==> config.mk <==
export PLATFORM = sky130hd
export DESIGN_NAME = frame_bitmap_allocator_flat
export DESIGN_NICKNAME = d
export VERILOG_FILES = /design/src/hw/rtl/fba_pkg.sv /design/src/hw/rtl/fba_in_if.sv /design/src/hw/rtl/fba_out_if.sv /design/src/hw/rtl/frame_bitmap_allocator.sv /design/src/flat_wrapper.sv
export SDC_FILE = /design/constraint.sdc
export NUM_CORES = 1
export LEC_CHECK = 0
export ABC_AREA = 0
export ABC_CLOCK_PERIOD_IN_PS = 6000
export BUFFER_PORTS_ARGS = -buffer_cell sky130_fd_sc_hd__clkbuf_2
export CORE_ASPECT_RATIO = 1.5
export CORE_MARGIN = 4
export CORE_UTILIZATION = 40
export DETAILED_ROUTE_END_ITERATION = 12
export GPL_ROUTABILITY_DRIVEN = 0
export PLACE_DENSITY_LB_ADDON = 0.2
export SKIP_CTS_REPAIR_TIMING = 1
export SYNTH_ARGS = -nofsm -noshare
export SYNTH_HDL_FRONTEND = slang
export SYNTH_SLANG_ARGS = --single-unit
export TNS_END_PERCENT = 50
==> constraint.sdc <==
create_clock -name i_clk -period 6 [get_ports i_clk]
set_input_delay 0.6 -clock i_clk [delete_from_list [all_inputs] [get_ports i_clk]]
set_output_delay 0.6 -clock i_clk [all_outputs]
set_load 0.02 [all_outputs]
==> src/hw/rtl/fba_pkg.sv <==
// shared types, constants and helpers of the frame bitmap allocator
`timescale 1ns / 1ps

package fba_pkg;

    // payload widths
    localparam int unsigned OPCODE_W = 1;
    localparam int unsigned BOUND_W  = 11;
    localparam int unsigned FRAME_W  = 10;

    // map word layout: first frame of a word in the top bit
    localparam int unsigned WORD_W  = 16;
    localparam int unsigned WORD_LW = 4;

    localparam logic [OPCODE_W-1:0] OP_RANGE = 1'b0;
    localparam logic [OPCODE_W-1:0] OP_ALLOC = 1'b1;

    typedef enum logic [1:0] {
        ST_IDLE,
        ST_RANGE,
        ST_ALLOC,
        ST_DONE
    } t_state;

    // position (0 = top bit) of the first set bit counted from the top
    function automatic logic [WORD_LW-1:0] first_set(input logic [WORD_W-1:0] word);
        logic [WORD_LW-1:0] pos;
        pos = '0;
        for (int j = WORD_W - 1; j >= 0; j--) begin
            if (word[WORD_W-1-j]) begin
                pos = WORD_LW'(j);
            end
        end
        return pos;
    endfunction

endpackage

==> src/hw/rtl/fba_in_if.sv <==
// request channel of the frame bitmap allocator
`timescale 1ns / 1ps

interface fba_in_if;
    logic                             valid;
    logic                             ready;
    logic [fba_pkg::OPCODE_W-1:0]     opcode;
    logic                             keep_others;
    logic [fba_pkg::BOUND_W-1:0]      first_frame;
    logic [fba_pkg::BOUND_W-1:0]      end_frame;

    modport source (output valid, opcode, keep_others, first_frame, end_frame, input ready);
    modport sink   (input valid, opcode, keep_others, first_frame, end_frame, output ready);
endinterface

==> src/hw/rtl/fba_out_if.sv <==
// result channel of the frame bitmap allocator
`timescale 1ns / 1ps

interface fba_out_if;
    logic                         valid;
    logic                         ready;
    logic [fba_pkg::FRAME_W-1:0]  frame_number;
    logic                         found;

    modport source (output valid, frame_number, found, input ready);
    modport sink   (input valid, frame_number, found, output ready);
endinterface

==> src/hw/rtl/frame_bitmap_allocator.sv <==
// frame_bitmap_allocator: first-fit bitmap allocator of physical memory frames
`timescale 1ns / 1ps

// The map holds one bit per frame (set = free) in a single-port-write,
// registered-read memory of FRAME_COUNT/16 (rounded up) sixteen-bit words,
// frame 16*w+j sitting in bit 15-j of word w. After reset no frame is free;
// a per-word valid flag makes a never-written word read as zero, so there is
// no clearing pass and requests are taken straight out of reset. One
// transaction is handled at a time. A range transaction reads, modifies and
// writes back every map word in a read/write pipeline. An allocate
// transaction scans words from the lowest one and stops at the first word
// with a free frame. The memory read port delivers one word per cycle. The
// result sits in an output register, so a new request is accepted while a
// result still waits; a finished transaction only stalls if the previous
// result has not been taken. Range results carry frame_number 0 and found 0;
// a failed allocation also reports 0 / 0 and leaves the map untouched. Frame
// numbers wider than 10 bits are reported by their low 10 bits.
module frame_bitmap_allocator #(
    parameter int unsigned FRAME_COUNT = 1024
) (
    input  logic       i_clk,
    input  logic       i_rst_n,
    fba_in_if.sink     i_in,
    fba_out_if.source  o_out
);

    // geometry
    localparam int unsigned WORDS   = (FRAME_COUNT + fba_pkg::WORD_W - 1) / fba_pkg::WORD_W;
    localparam int unsigned WADDR_W = (WORDS > 1) ? $clog2(WORDS) : 1;
    localparam int unsigned CNT_W   = $clog2(WORDS + 1);
    localparam int unsigned FIDX_W  = WADDR_W + fba_pkg::WORD_LW;
    // compare width: holds frame index, range bounds and FRAME_COUNT itself
    localparam int unsigned CMP_W   = ((FIDX_W > fba_pkg::BOUND_W) ? FIDX_W : fba_pkg::BOUND_W) + 2;

    localparam logic [WADDR_W-1:0] LAST_WORD = WADDR_W'(WORDS - 1);
    localparam logic [CMP_W-1:0]   FRAME_LIM = CMP_W'(FRAME_COUNT);

    // map memory and per-word written flags
    logic [fba_pkg::WORD_W-1:0] mem [WORDS];
    logic [WORDS-1:0]           r_wvalid;

    // control
    fba_pkg::t_state r_state, n_state;
    logic [CNT_W-1:0]   r_cnt, n_cnt;
    logic               r_p_live, n_p_live;
    logic [WADDR_W-1:0] r_p_addr, n_p_addr;

    // captured request
    logic                       r_keep, n_keep;
    logic [fba_pkg::BOUND_W-1:0] r_first, n_first;
    logic [fba_pkg::BOUND_W-1:0] r_end, n_end;

    // read data of the word in the modify stage
    logic [fba_pkg::WORD_W-1:0] r_rd_data;
    logic                       r_rd_vld;

    // pending and delivered result
    logic [fba_pkg::FRAME_W-1:0] r_pend_frame, n_pend_frame;
    logic                        r_pend_found, n_pend_found;
    logic                        r_out_valid, n_out_valid;
    logic [fba_pkg::FRAME_W-1:0] r_out_frame, n_out_frame;
    logic                        r_out_found, n_out_found;

    // memory port controls
    logic                       rd_en;
    logic [WADDR_W-1:0]         rd_addr;
    logic                       wr_en;
    logic [fba_pkg::WORD_W-1:0] wr_data;

    // modify-stage helpers
    logic [fba_pkg::WORD_W-1:0] cur_word;
    logic [fba_pkg::WORD_W-1:0] range_mask;
    logic [fba_pkg::WORD_LW-1:0] hit_pos;
    logic [CMP_W-1:0]           hit_frame;
    logic                       in_fire;

    // a new request is taken only while idle
    assign i_in.ready = (r_state == fba_pkg::ST_IDLE);
    assign in_fire  = i_in.valid && i_in.ready;
    assign rd_addr  = r_cnt[WADDR_W-1:0];
    assign cur_word = r_rd_vld ? r_rd_data : '0;
    assign hit_pos  = fba_pkg::first_set(cur_word);
    assign hit_frame = CMP_W'({r_p_addr, hit_pos});

    // frames of the word in the modify stage that the range marks free
    always_comb begin
        logic [CMP_W-1:0] f;
        range_mask = '0;
        for (int j = 0; j < fba_pkg::WORD_W; j++) begin
            f = CMP_W'({r_p_addr, fba_pkg::WORD_LW'(j)});
            range_mask[fba_pkg::WORD_W-1-j] = (f >= CMP_W'(r_first)) && (f < CMP_W'(r_end))
                                              && (f < FRAME_LIM);
        end
    end

    // next state and datapath control
    always_comb begin
        n_state      = r_state;
        n_cnt        = r_cnt;
        n_p_live     = 1'b0;
        n_p_addr     = r_p_addr;
        n_keep       = r_keep;
        n_first      = r_first;
        n_end        = r_end;
        n_pend_frame = r_pend_frame;
        n_pend_found = r_pend_found;
        n_out_valid  = r_out_valid && !o_out.ready;
        n_out_frame  = r_out_frame;
        n_out_found  = r_out_found;
        rd_en        = 1'b0;
        wr_en        = 1'b0;
        wr_data      = '0;

        case (r_state)
            fba_pkg::ST_IDLE: begin
                if (in_fire) begin
                    n_keep  = i_in.keep_others;
                    n_first = i_in.first_frame;
                    n_end   = i_in.end_frame;
                    n_cnt   = '0;
                    n_pend_frame = '0;
                    n_pend_found = 1'b0;
                    n_state = (i_in.opcode == fba_pkg::OP_ALLOC) ? fba_pkg::ST_ALLOC
                                                                 : fba_pkg::ST_RANGE;
                end
            end
            fba_pkg::ST_RANGE, fba_pkg::ST_ALLOC: begin
                // issue stage: one word read per cycle
                if (r_cnt < CNT_W'(WORDS)) begin
                    rd_en    = 1'b1;
                    n_p_live = 1'b1;
                    n_p_addr = rd_addr;
                    n_cnt    = r_cnt + CNT_W'(1);
                end
                // modify and write-back stage
                if (r_p_live) begin
                    if (r_state == fba_pkg::ST_RANGE) begin
                        wr_en   = 1'b1;
                        wr_data = (r_keep ? cur_word : '0) | range_mask;
                        if (r_p_addr == LAST_WORD) begin
                            n_p_live = 1'b0;
                            n_state  = fba_pkg::ST_DONE;
                        end
                    end else if (cur_word != '0) begin
                        // lowest free frame found: take it and stop scanning
                        wr_en   = 1'b1;
                        wr_data = cur_word & ~(fba_pkg::WORD_W'(1) << (fba_pkg::WORD_W - 1 - hit_pos));
                        n_pend_frame = hit_frame[fba_pkg::FRAME_W-1:0];
                        n_pend_found = 1'b1;
                        n_p_live = 1'b0;
                        n_state  = fba_pkg::ST_DONE;
                    end else if (r_p_addr == LAST_WORD) begin
                        n_p_live = 1'b0;
                        n_state  = fba_pkg::ST_DONE;
                    end
                end
            end
            fba_pkg::ST_DONE: begin
                // hand over once the output register is free
                if (!r_out_valid || o_out.ready) begin
                    n_out_valid = 1'b1;
                    n_out_frame = r_pend_frame;
                    n_out_found = r_pend_found;
                    n_state     = fba_pkg::ST_IDLE;
                end
            end
            default: begin
                n_state = fba_pkg::ST_IDLE;
            end
        endcase
    end

    // control registers
    always_ff @(posedge i_clk) begin
        if (!i_rst_n) begin
            r_state     <= fba_pkg::ST_IDLE;
            r_cnt       <= '0;
            r_p_live    <= 1'b0;
            r_out_valid <= 1'b0;
            r_wvalid    <= '0;
        end else begin
            r_state     <= n_state;
            r_cnt       <= n_cnt;
            r_p_live    <= n_p_live;
            r_out_valid <= n_out_valid;
            if (wr_en) begin
                r_wvalid[r_p_addr] <= 1'b1;
            end
        end
    end

    // payload registers
    always_ff @(posedge i_clk) begin
        r_p_addr     <= n_p_addr;
        r_keep       <= n_keep;
        r_first      <= n_first;
        r_end        <= n_end;
        r_pend_frame <= n_pend_frame;
        r_pend_found <= n_pend_found;
        r_out_frame  <= n_out_frame;
        r_out_found  <= n_out_found;
    end

    // map memory: write in the modify stage, registered read in the issue stage
    always_ff @(posedge i_clk) begin
        if (wr_en) begin
            mem[r_p_addr] <= wr_data;
        end
        if (rd_en) begin
            r_rd_data <= mem[rd_addr];
        end
    end

    // written flag travels with the read data
    always_ff @(posedge i_clk) begin
        if (!i_rst_n) begin
            r_rd_vld <= 1'b0;
        end else if (rd_en) begin
            r_rd_vld <= r_wvalid[rd_addr];
        end
    end

    assign o_out.valid        = r_out_valid;
    assign o_out.frame_number = r_out_frame;
    assign o_out.found        = r_out_found;

endmodule
==> src/flat_wrapper.sv <==
// flat-port wrapper written by rule: the top's interface ports become plain ports
module frame_bitmap_allocator_flat 
#(
    parameter int unsigned FRAME_COUNT = 1024
)
  (i_clk, i_rst_n, i_in_valid, i_in_opcode, i_in_keep_others, i_in_first_frame, i_in_end_frame, i_in_ready, o_out_valid, o_out_frame_number, o_out_found, o_out_ready);
  fba_in_if i_in_i ();
  fba_out_if o_out_i ();
  input  logic i_clk;
  input  logic i_rst_n;
  input wire logic [$bits(i_in_i.valid)-1:0] i_in_valid;
  input wire logic [$bits(i_in_i.opcode)-1:0] i_in_opcode;
  input wire logic [$bits(i_in_i.keep_others)-1:0] i_in_keep_others;
  input wire logic [$bits(i_in_i.first_frame)-1:0] i_in_first_frame;
  input wire logic [$bits(i_in_i.end_frame)-1:0] i_in_end_frame;
  output wire logic [$bits(i_in_i.ready)-1:0] i_in_ready;
  output wire logic [$bits(o_out_i.valid)-1:0] o_out_valid;
  output wire logic [$bits(o_out_i.frame_number)-1:0] o_out_frame_number;
  output wire logic [$bits(o_out_i.found)-1:0] o_out_found;
  input wire logic [$bits(o_out_i.ready)-1:0] o_out_ready;
  assign i_in_i.valid = i_in_valid;
  assign i_in_i.opcode = i_in_opcode;
  assign i_in_i.keep_others = i_in_keep_others;
  assign i_in_i.first_frame = i_in_first_frame;
  assign i_in_i.end_frame = i_in_end_frame;
  assign i_in_ready = i_in_i.ready;
  assign o_out_valid = o_out_i.valid;
  assign o_out_frame_number = o_out_i.frame_number;
  assign o_out_found = o_out_i.found;
  assign o_out_i.ready = o_out_ready;
  frame_bitmap_allocator #(.FRAME_COUNT(FRAME_COUNT)) u_core (.i_clk(i_clk), .i_rst_n(i_rst_n), .i_in(i_in_i), .o_out(o_out_i));
endmodule
After elaboration in Yosys (flattened, before gate mapping)
Memory sizes are Yosys's and may differ from the RTL's. A register that Yosys moved wholly into a read port is not among the register bits. Index checks and enable logic that the tools add are counted.

Memories kept: 1. Bits in registers: 127. Output and inout bits: 13. Input bits: 28. RAM bits: 1024.

Memories: u_core.mem (depth 64, width 16, read ports 1, clocked after memory_dff 1, write ports 1, line frame_bitmap_allocator.sv:39) `logic [fba_pkg::WORD_W-1:0] mem [WORDS];`.

Bitwise logic cells: 4. Eq/ne operators: 10. Order comparisons: 36. Add/sub/neg operators: 2. Reduce and logical (&&, ||, !) cells: 33. Shifts and indexed selects: 1. Muxes and demuxes: 61.

Operator list (count): $ge A10 B11 Y1 (16); $lt A10 B11 Y1 (16); $mux W16 (6); $mux W4 (16); $or A64 B64 Y64 (1); $mux W10 (4); $shl A1 B32 Y16 const A (1); $mux W1 (20); $pmux W10 S2 (1); $logic_and A1 B1 Y1 (19); $and A16 B16 Y16 (1); $not A16 Y16 (1); $or A16 B16 Y16 (1); $reduce_bool A16 Y1 (1); $lt A6 B7 Y1 const B (2); $mux W2 (7); $mux W7 (2); $pmux W7 S2 (1); $ne A2 B1 Y1 const B (4); $reduce_and A2 Y1 (4); $add A7 B1 Y7 const B (1); $lt A7 B7 Y1 const B (1); $bmux W1 S6 (1); $demux W1 S6 (1); other kinds (15) (19).

Longest topological paths before layout
Gate-level depths: netlist of run 1.

Word-level depth: 25. Mapped depth: 9.

Worst setup path before layout of run 1
Ideal clock, no wire load.

Path type: reg-to-reg. From: register u_core.r_p_addr[5]. To: memory u_core.mem[0][14] (netlist name), data pin. Stages on the path, launching flop included: 8. Data arrival time: 4935 ps. Path buffers: 0. Required time: 5232 ps. Setup slack: 298 ps. Cells stage by stage: edfxtp_1 -> ha_1 -> and4b_1 -> and3_1 -> a21o_1 -> nor2_1 -> or4_1 -> a311oi_1.

Longest elaborated chain between the ends: 6. Elaborated cells on any way between the ends: 7.

Ends and longest elaborated chain: start: declaration (line frame_bitmap_allocator.sv:46) `logic [WADDR_W-1:0] r_p_addr, n_p_addr;`; start signal: assignment (line frame_bitmap_allocator.sv:194) `r_p_addr <= n_p_addr;`; $ge A10 B11 Y1 or $lt A10 B11 Y1 (tied branches) (line frame_bitmap_allocator.sv:91) `range_mask[fba_pkg::WORD_W-1-j] = (f >= CMP_W'(r_first)) && (f < CMP_W'(r_end))`; $logic_and A1 B1 Y1 (*) (line frame_bitmap_allocator.sv:91); $or A16 B16 Y16 (*) (line frame_bitmap_allocator.sv:139) `wr_data = (r_keep ? cur_word : '0) | range_mask;`; $mux W16 (*) (line frame_bitmap_allocator.sv:137) `if (r_state == fba_pkg::ST_RANGE) begin`; $mux W16 (*) (line frame_bitmap_allocator.sv:136) `if (r_p_live) begin`; $mux W16 (*) (line frame_bitmap_allocator.sv:114) `case (r_state)`; net u_core.wr_data, one bit (line frame_bitmap_allocator.sv:68) `logic [fba_pkg::WORD_W-1:0] wr_data;`; end: declaration (line frame_bitmap_allocator.sv:39).

The timed path passes the listed nets; every way through them passes the cells marked *.

Worst setup path in the final report of run 1
From: register u_core.r_p_addr[1]. To: memory u_core.mem[41][6] (netlist name), data pin.

Same word-level chain as after synthesis.

==> summary by stage, run 1 <==
Critical path
STA classifies the critical path startpoint as a flop. The number of cells on the worst reg-to-reg path is 8. For the worst setup path, the data arrival time is 4590 ps. STA classifies the critical path endpoint as a flop.

Of all nets on the critical path, the largest fanout is 33. The setup check on the worst reg-to-reg path leaves a slack of about 1900 ps. The start-to-end type of the worst setup path is reg -> reg.

Data on the critical path is required at its endpoint by around 6500 ps.

Yosys
For this run, the register share of the synthesized area comes to about three quarters. In the synthesized netlist the async set-or-reset flop fraction comes to 0%. During synthesis, Yosys emitted a total of 0 warnings.

The cell type contributing the most total cell area after synthesis is edfxtp_1. In this run, distinct cell masters in the synthesized netlist total slightly below 60. The net count of the mapped netlist is between 2000 and 2500. Of the post-synthesis cell area, the dominant cell type holds 71.93%. The most common cell in the synthesized netlist is edfxtp_1. Counting instances in the post-synthesis netlist gives the leading cell types as 1091 x edfxtp_1, 334 x mux4_2, 106 x nor2_1, 76 x dfxtp_1, 67 x clkbuf_1. The cell area that synthesis handed to floorplanning was around 0.046 mm^2. Counting flops and latches in the post-synthesis netlist gives between 1000 and 1500. After technology mapping, the gate count stands at between 2000 and 2500.

The average cell area after synthesis is approximately 21 um^2. The number of enable flip-flop cells after synthesis is about 1100. By area the synthesized netlist is led by edfxtp_1 72%, mux4_2 17%, dfxtp_1 3.3%. Among all flip-flop cells after synthesis, the most frequent one is edfxtp_1.

STA
The timing-limited maximum frequency is around 240 MHz. Setup repair after global routing left no endpoint under its margin. Setup violations remaining at the end of the flow were counted as 0. The number of failing hold endpoints at the final stage is 0. The clock period minus final worst setup slack is ~4000 ps. The clock arrives with just over 20 ps of skew. Headroom to the max-slew limit came out at about 25%.

The setup total negative slack is 0 ps. For the pin with the worst max-slew slack, the measured transition is between 1000 and 1500 ps. The final clock period utilization by the worst path is approximately two thirds. The post-layout worst setup margin is ~1900 ps. The max-slew violation total from the final report is 0.

CTS
The CTS tree is done. In this run, CTS created clock tree buffers numbering around 100. The count of clock tree sinks is approximately 1200.

After clock tree synthesis, the clock-pin slew on the worst setup and hold paths is ~70 ps. The H-tree generated during clock tree synthesis spans 3 levels. In this run the deepest clock path goes through 3 buffers.

The source-to-sink clock delay at the later pin of the worst-skew pair is just over 700 ps. Clock tree synthesis selected as its root buffer the cell clkbuf_16.

Power and ir drop
The maximum resistive drop on vdd is ~0.25 mV. The total leakage power is 17.54 nW. The internal portion of the total power is ~14 mW. The switching share of power is around a quarter. The reported net switching power is between 4 and 5 mW. Of the total power, registers draw around half.

The share of total power in the clock network is about 37%. Per report_power, the combinational group accounts for 13.9% of the total. Dividing total power by cell area gives a power density of roughly 370 mW/mm^2.

Final layout
After the last flow step, the layout net total stands at approximately 2300. The filler cells instantiated in the layout total 9429. The area used by multi-input combinational logic is between 0.01 and 0.015 mm^2.

The share of final-layout standard cells stronger than drive strength 1 is between 20% and 30%. The sequential cells in the finished layout cover a total of around 0.034 mm^2. Relative to the synthesized area, the layout overhead comes to 13.54%. Summing all non-filler instances in the final layout gives an area of just over 0.05 mm^2. The final standard cell count with taps included and fillers excluded is about 3800.

Global route
The first global-routing pass estimated about 160000 um of wire. The total congestion overflow after global routing is 0. Entering global routing, the biggest net connects 86 pins. The via count of the first global-routing pass is around 23000. The initial antenna violation count is 3.

The global-route usage over all layers is around a fifth.

Floorplanning
The number of top-level pins is 41. The die covers 0.1194 mm^2. The site row count is roughly 150.

The placeable core area is approximately 0.11 mm^2. The die is between 200 and 300 um wide. The initial standard-cell utilization of the core is between 40 and 50%. The height of the chip is approximately 420 um.

Detailed routing
For this block, the initial DRC count from the detailed router was 1972. Dividing the detail-routed via count by the number of cells gives 5.775. The post-detailed-route count of antenna-violating nets is 0. The total wire length is 112900 um.

The detailed router placed roughly 22000 vias in this run. The total DRC errors in the routed layout is 0. The per-cell routed wire length is roughly 29 um.

The first-pass iteration count of the detailed router is 5.

Placement
The number of port buffers is 40. After detailed placement, the design holds a cell count of about 3600. The HPWL after detailed placement is 63520 um.

The worst slack at placement is approximately 1900 ps. The placed cell area is around 0.048 mm^2.

Run status
The flow ran to the end, and the final reports show no timing, DRC or antenna violations.

Min path
Counting instances, the worst hold path has a depth of 1. The worst hold path belongs to the class in -> reg.

Flow run
The count of max-cap constraint violations is 0.
==> per-stage QoR <==
stage	util [%]	total power, mW	hold slack, ps
finish	45.77	19.07	78.35
floorplan	-	11.45	400.3
global placement	42.56	12.25	408.1
detailed placement	42.56	12.29	404.5
CTS	45.74	19.25	37.53
global route	45.76	19.77	46.90
==> state kept, by name, indices dropped and copies added (netlist names), 2 cells and up <==
signal	flops
u_core.r_p_addr	6
u_core.r_pend_frame	10
u_core.r_wvalid	64
u_core.o_out.frame_number	10
u_core.r_state	2
u_core.r_rd_data	16
u_core.mem	1024
u_core.r_first	11
u_core.r_end	11
u_core.r_cnt	7
==> placed cells by master (no fill, tap or decap), drive strengths merged, types with 37 or more instances in the layout <==
cell type	instances
edfxtp	1091
mux4	334
clkbuf	182
nor2	106
buf	105
dfxtp	76
o21a	65
nand2	62
a21oi	45
clkinv	37
==> critical path, stage by stage, from the launching register on <==
cell	delay (ps)
edfxtp_1	530
ha_1	370
a21o_1	170
a21oi_1	460
a21oi_1	180
nor3_1	570
a31oi_1	240
a21oi_4	870
buf_4	470
==> power by group through the flow <==
| stage | clock network [mW] | registers (mW) | logic (mW) |
|---|---|---|---|
| finish | 6.96 | 9.46 | 2.65 |
| global route | 7.43 | 9.48 | 2.86 |
| CTS | 7.12 | 9.45 | 2.68 |
| detailed placement | 0 | 9.62 | 2.67 |
| global placement | 0 | 9.62 | 2.63 |
| floorplan | 0 | 9.45 | 2.01 |
==> logic make-up (layout without fill, tap and decap cells) <==
family | count (synthesis) | in the layout | share of synthesized area, %
flip-flops | 1167 | 1167 | 75.27
XOR/XNOR | 4 | 4 | 0.07694
multiplexers | 342 | 342 | 16.70
adder cells (fa/ha/maj) | 18 | 18 | 0.4945
other | 0 | 4 | 0
buffers and inverters | 146 | 369 | 1.442
AO/OA/AOI/OAI | 225 | 225 | 3.497
AND/OR/NAND/NOR | 250 | 250 | 2.519
==> layer usage <==
| metal | wire length (um) | share of wire [%] | track usage (%) | up-vias |
|---|---|---|---|---|
| met5 | 0 | 0 | 0 | - |
| met4 | 4184 | 3.7 | 7.407 | 0 |
| met3 | 5607 | 5.0 | 2.416 | 180 |
| met2 | 58340 | 52 | 32.75 | 709 |
| met1 | 44800 | 40 | 24.19 | 11980 |
| li1 | - | - | - | 9257 |
==> final cells by class <==
class	instances	share of cell area [%]
flip-flops and latches	1167	66.32
inverters	27	0.1960
clock inverters	55	1.229
diodes	4	0.01936
repair buffers	145	2.168
clock buffers	142	5.708
well taps	1453	3.516
multi-input cells	839	20.84
==> worst paths after layout <==
kind	startpoint	to
worst max-delay path	u_core.r_p_addr[1]	u_core.mem[41][6]
worst max register to register	u_core.r_p_addr[1]	u_core.mem[41][6]
worst min-delay path	i_in_first_frame[6]	u_core.r_first[6]
worst min register to register	u_core.r_pend_frame[6]	u_core.o_out.frame_number[6]
(Power assumes the default switching activity.)
==> run 2: changes to the inputs <==
--- a/config.mk
+++ b/config.mk
@@ -6,7 +6,7 @@
 export NUM_CORES = 1
 export LEC_CHECK = 0
 export ABC_AREA = 0
-export ABC_CLOCK_PERIOD_IN_PS = 6000
+export ABC_CLOCK_PERIOD_IN_PS = 3400
 export BUFFER_PORTS_ARGS = -buffer_cell sky130_fd_sc_hd__clkbuf_2
 export CORE_ASPECT_RATIO = 1.5
 export CORE_MARGIN = 4
==> constraint.sdc (replaced) <==
create_clock -name i_clk -period 3.4 [get_ports i_clk]
set_input_delay 0.34 -clock i_clk [delete_from_list [all_inputs] [get_ports i_clk]]
set_output_delay 0.34 -clock i_clk [all_outputs]
set_load 0.02 [all_outputs]
==> run 2 against run 1 <==
- first-iteration DRC count is 3.9% higher
- worst hold slack better by 160 ps
- count of clock-buffer cells in the layout is 8 lower
- sequential power is 74% higher
- largest cell class unchanged
==> summary by stage, run 2 (synthesis results as in run 1) <==
Floorplanning
Once the floorplan was initialized, standard cells occupied 40.31% of the core. The die is between 200 and 300 um wide. In this run the count of I/O pins placed on the die edge is 41. The placeable core area is ~0.11 mm^2. In this run the core area contains ~150 standard-cell rows. The height of the chip is about 420 um.

The die covers roughly 0.12 mm^2.

Detailed routing
Summed over all layers, the routed wires come to roughly 120000 um. The total DRC errors in the routed layout is 0. The first TritonRoute pass finished after 5 iterations. The via density per instance is 5.731. The per-cell routed wire length is slightly below 30 um. For this block, the initial DRC count from the detailed router was between 2000 and 2500. The total via count in the routed design is approximately 23000. The detail route stage leaves a number of antenna-violating nets equal to 0.

Final layout
The area of all placed cells without fillers is about 0.053 mm^2. Leaving out fill and tap cells, the most frequent cell in the layout is edfxtp_1. The synthesis-to-finish area growth is 16.56%. The flip-flop count of the largest register after layout is slightly above 1000. The library cells used most frequently in the layout, excluding fill and tap cells, are 1091 x edfxtp_1, 334 x mux4_2, 163 x buf_4, 107 x clkbuf_16, 72 x dfxtp_1. The share of final-layout standard cells stronger than drive strength 1 is ~33%. The number of nets in the layout is 2455. Counting flops per register, the top entry is u_core.mem. In the final layout, the registers with the most flip-flops are u_core.mem x1024, u_core.r_wvalid x64, u_core.r_rd_data x16.

Critical path
The endpoint kind of the worst setup timing path is a flop. The startpoint class of the critical path is a flop. The endpoint required time on the critical path is around 3700 ps. The delay of the slowest critical-path stage is ~760 ps.

The start-to-end type of the worst setup path is reg -> reg. Walking the worst path, the cells encountered are o41ai_1 > o21ai_0 > and2_1 > o311ai_0 > a21oi_4 > buf_4. At the worst endpoint, the arrival time is roughly 3500 ps. The buffer and inverter count on the worst path is 1. The largest delay contributor family on the critical path is compound AO/OA/AOI/OAI gates. The slowest stage of the critical path belongs to the cell o41ai_1.

Of all nets on the critical path, the largest fanout is 64.

Placement
The number of port buffers is 40. The placed cell area is 0.04933 mm^2. After legalization and detailed placement, the total HPWL measured 71700 um.

CTS
Clock tree synthesis found a total of around 1200 sinks. For the worst-skew pair, the clock arrives at the later sink with an insertion delay of roughly 700 ps. The H-tree was split into 3 levels.

The number of CTS-inserted buffers is about 110. CTS placed an instance of clkbuf_16 at the clock tree root. Counting along the longest clock path gives a buffer depth of 3. The CTS tree is done.

The clock-pin slew reported for the worst setup and hold paths after clock tree synthesis is 60 ps.

Global route
The first global-routing pass estimated ~170000 um of wire. The total congestion overflow after global routing is 0. The global-route usage over all layers is ~20%. Entering global routing, the biggest net connects 65 pins. The via count of the first global-routing pass is 23760.

The initial antenna violation count is 0.

STA
The number of failing hold endpoints at the final stage is 0. Headroom to the max-slew limit came out at 29.78%. The clock period minus final worst setup slack is about 3200 ps. Based on the critical path, the design can be clocked at up to approximately 320 MHz.

In the finished design, the share of the clock period the worst path needs comes to roughly 93%. Setup repair after global routing left no endpoint under its margin. The worst-margin pin slew is between 1000 and 1500 ps.

The maximum clock skew at final layout is approximately 22 ps. Setup violations remaining at the end of the flow were counted as 0. The max-slew violation total from the final report is 0.

Min path
The kind of path behind the tightest hold check is in -> reg.

Power and ir drop
The total power density per cell area is 637.8 mW/mm^2. The maximum resistive drop on vdd is slightly below 0.5 mV. The analysis attributes to cell leakage a power of 18.19 nW. Total power for the finished layout comes to around 34 mW.

Flow run
The count of max-cap constraint violations is 0.

Run status
The flow ran to the end, and the final reports show no timing, DRC or antenna violations.
## run 2: layout make-up
class / count / area, um^2
Multi-Input combinational cell: 839 / 10880
Tap cell: 1453 / 1818
Clock inverter: 63 / 625.6
Timing Repair Buffer: 269 / 2495
Antenna cell: 4 / 10.01
Sequential cell: 1167 / 34300
Inverter: 27 / 101.3
Clock buffer: 134 / 2859
Fill cell: 9290 / 59890
## run 2: worst register-to-register path: stages (launching register included)
cell	delay [ps]
edfxtp_1	440
o41ai_1	760
o21ai_0	240
and2_1	310
o311ai_0	610
a21oi_4	100
buf_4	320
## run 2: final timing paths
path	start	end	slack, ps	depth (start not counted)
max	u_core.r_rd_data[0]	u_core.mem[36][6]	230	6
min reg2reg	u_core.r_pend_found	u_core.o_out.found	420	0
max reg2reg	u_core.r_rd_data[0]	u_core.mem[36][6]	230	6
min	i_rst_n	u_core.r_p_live	240	4
## run 2: per-layer routing
layer / routed length (um) / track usage (%)
met5: 0 / 0
met4: 5557 / 8.441
met3: 5208 / 2.546
met2: 60040 / 33.96
met1: 45700 / 24.70
## run 2: through the flow
stage | cells | utilization [%] | hold slack, ps | setup TNS (ps) | setup slack (ps)
3_3_place_gp | 3730 | 43.67 | 407.1 | 0 | 259.0
6_report | 3956 | 46.99 | 236.4 | 0 | 230.8
5_1_grt | 3952 | 46.98 | 246.9 | 0 | 1.236
2_1_floorplan | 2152 | - | 400.3 | -46540 | -336.0
4_1_cts | 3927 | 46.75 | -221.7 | 0 | 262.2
3_5_place_dp | 3730 | 43.67 | 408.0 | 0 | 284.1
## run 2: power by group
| part | switching (mW) | internal, mW | leakage, nW | total (mW) |
|---|---|---|---|---|
| clock | 5.23 | 6.73 | 1.70 | 12.0 |
| sequential | 0.369 | 16.1 | 12.1 | 16.5 |
| combinational | 3.04 | 2.35 | 4.40 | 5.39 |
==> run 3: changes to the inputs <==
--- a/config.mk
+++ b/config.mk
@@ -7,10 +7,10 @@
 export LEC_CHECK = 0
 export ABC_AREA = 0
 export ABC_CLOCK_PERIOD_IN_PS = 3400
-export BUFFER_PORTS_ARGS = -buffer_cell sky130_fd_sc_hd__clkbuf_2
+export BUFFER_PORTS_ARGS = -buffer_cell sky130_fd_sc_hd__buf_4
 export CORE_ASPECT_RATIO = 1.5
 export CORE_MARGIN = 4
-export CORE_UTILIZATION = 40
+export CORE_UTILIZATION = 50
 export DETAILED_ROUTE_END_ITERATION = 12
 export GPL_ROUTABILITY_DRIVEN = 0
 export PLACE_DENSITY_LB_ADDON = 0.2
==> run 3 against run 2 <==
- non-clock buffer count down 37
- critical path type unchanged
- routed wire length is 6.4% lower
- first-iteration DRC count is 29% higher
- die area is 20% lower
- largest cell class unchanged
- utilization grew 12 points
- register-to-register slack lost 40 ps
==> summary by stage, run 3 (synthesis results as in run 1) <==
Final layout
Leaving out fill and tap cells, the most frequent cells in the layout are 1091 x edfxtp_1, 334 x mux4_2, 133 x buf_4, 107 x clkbuf_16, 87 x nor2_1. From synthesis to final layout, the design area changed by 16.32%. The area of all placed cells without fillers is ~0.053 mm^2. The net count of the finished layout is roughly 2400. The most common cell after layout, fill and taps aside is edfxtp_1. In the final layout, the registers with the most flip-flops are u_core.mem x1024, u_core.r_wvalid x64, u_core.r_rd_data x16. The flip-flop count of the largest register after layout is between 1000 and 1500. At the end of the flow the core is filled with cells to 58.62%.

In the final layout, the share of cells above drive strength 1 is 30.35%. The final standard cell count with taps included and fillers excluded is approximately 3600. The register bank with the most flops is u_core.mem.

Global route
The initial antenna violation count is 2. The first-pass GRT wire length is ~160000 um. The largest net degree at the start of global routing is 69. The total congestion overflow after global routing is 0.

The global-route usage over all layers is between 20% and 30%. The via count of the first global-routing pass was between 20000 and 25000.

Floorplanning
The region available for standard cell placement spans 0.09037 mm^2. The die is roughly 380 um tall. The die is about 250 um wide. The floorplan step defined a die boundary enclosing just under 0.1 mm^2. The initialized floorplan defines ~140 standard-cell rows. During I/O placement, the number of pins put on the boundary was slightly above 40. For this configuration, the core starts out at a cell density of between 50% and 60%.

Flow run
The tool flagged a number of max-cap violations equal to 0.

STA
Adding up every negative setup slack in the final design gives 0 ps. The worst relative slew slack is around 34%. The worst path meets setup with 187.9 ps of slack.

The final setup violation count is 0. The worst-margin pin slew is 994.5 ps. The max-slew violation total from the final report is 0.

For this run, the top clock speed supported by timing is slightly above 300 MHz. The final critical path takes up roughly 94% of the cycle. The number of failing hold endpoints at the final stage is 0.

The clock period minus final worst setup slack is 3212 ps. Clock skew on the completed layout was measured at approximately 25 ps. Setup repair after global routing left no endpoint under its margin.

Power and ir drop
The total leakage power is about 18 nW. The total power density per cell area is between 600 and 700 mW/mm^2. The worst-case IR drop observed on VDD is 0.3632 mV.

Placement
Counting tap cells, the placed design contains a total of between 3000 and 4000 instances. The HPWL after detailed placement is approximately 65000 um. The worst slack at placement is roughly 250 ps.

After detailed placement, the total cell area comes to around 0.049 mm^2. Input and output buffers added on the ports amount to 40.

Detailed routing
The number of violations reported at the end of detailed-routing iteration 0 is 2648. The final layout contains routed wiring with a total length of approximately 110000 um. The per-cell routed wire length is 30.06 um. The via density per instance is a little over 6. The total via count in the routed design is 22540.

In this run the remaining antenna-violating nets after routing total 0. The first detailed-routing pass ran for 7 iterations. For this run, design rule violations remaining after detail routing come to 0.

Critical path
STA puts the critical path data arrival time at between 3000 and 4000 ps. STA classifies the critical path endpoint as a flop. The critical path is of the reg -> reg type. The startpoint class of the critical path is a flop. The start point of the critical path is u_core.r_rd_data[0].

The critical-path maximum fanout is between 40 and 50. The origin of the critical flop-to-flop path is u_core.r_rd_data[0]. The endpoint required time on the critical path is ~3800 ps.

Min path
In this run the most critical hold path is launched from o_out_ready. The kind of path behind the tightest hold check is in -> reg.

CTS
The source-to-sink clock delay at the later pin of the worst-skew pair is slightly below 700 ps. The CTS tree is done. CTS saw between 1000 and 1500 sinks. After clock tree synthesis, the clock-pin slew on the worst setup and hold paths is around 70 ps. Counting along the longest clock path gives a buffer depth of 3. The H-tree was split into 3 levels. In this run the clock root is driven by a clkbuf_16.

TritonCTS created approximately 100 clock buffers.

Run status
The run finished with clean final reports.
==> run 3: changes by cell type in the layout (fill, tap and decap cells not counted), moves of 3 or more <==
cell | previous run | this run
buf_12 | 41 | 75
nor2_1 | 49 | 87
clkbuf_8 | 8 | 0
diode_2 | 4 | 1
bufinv_16 | 10 | 18
clkbuf_2 | 40 | 0
buf_4 | 163 | 133
clkinv_2 | 26 | 16
clkinv_1 | 13 | 25
clkbuf_1 | 19 | 13
clkinv_4 | 1 | 4
nor2_2 | 57 | 19
==> run 3: final cells by class <==
type	instances	area, um^2
inverters	27	101.3
well taps	1164	1456
flip-flops and latches	1167	34300
fillers	6280	37390
diodes	1	2.502
multi-input cells	839	10780
repair buffers	232	2741
clock inverters	76	872.1
clock buffers	120	2726
==> run 3: final timing paths <==
kind	end	slack, ps	depth (start not counted)
worst max register to register	u_core.mem[44][11]	190	7
worst min register to register	u_core.o_out.frame_number[0]	420	0
worst min-delay path	u_core.o_out.valid	2	4
worst max-delay path	u_core.mem[44][11]	190	7
==> run 3: per-layer routing <==
metal	share of wire [%]	routed length [um]	vias to the layer above	GRT usage [%]
li1	-	-	9457	-
met1	39	42440	11990	30.67
met2	51	55380	911	38.61
met3	6.1	6701	181	3.065
met4	4.1	4469	2	8.958
met5	0.012	13	-	0
==> run 3: metrics by stage <==
stage               power, mW  hold WS, ps
finish                  33.98        1.807
global route            35.21        2.253
CTS                     34.21       -215.6
detailed placement      21.94        404.5
global placement        21.86        408.0
floorplan               20.27        400.3
==> run 3: worst max-delay path: stages, from the launching register on <==
cell	delay (ps)
edfxtp_1	460
nor2b_1	170
o311ai_0	480
a2111oi_0	250
o21bai_1	530
nand2_1	190
o311a_2	520
buf_12	200
==> run 3: power by group <==
part           leakage [nW]  switching [mW]  internal (mW)  total [mW]
Sequential             12.1           0.339           16.1        16.5
Combinational          4.32            2.94           2.24        5.19
Clock                  1.73            5.17           7.14        12.3
Total                  18.1            8.45           25.5        34.0
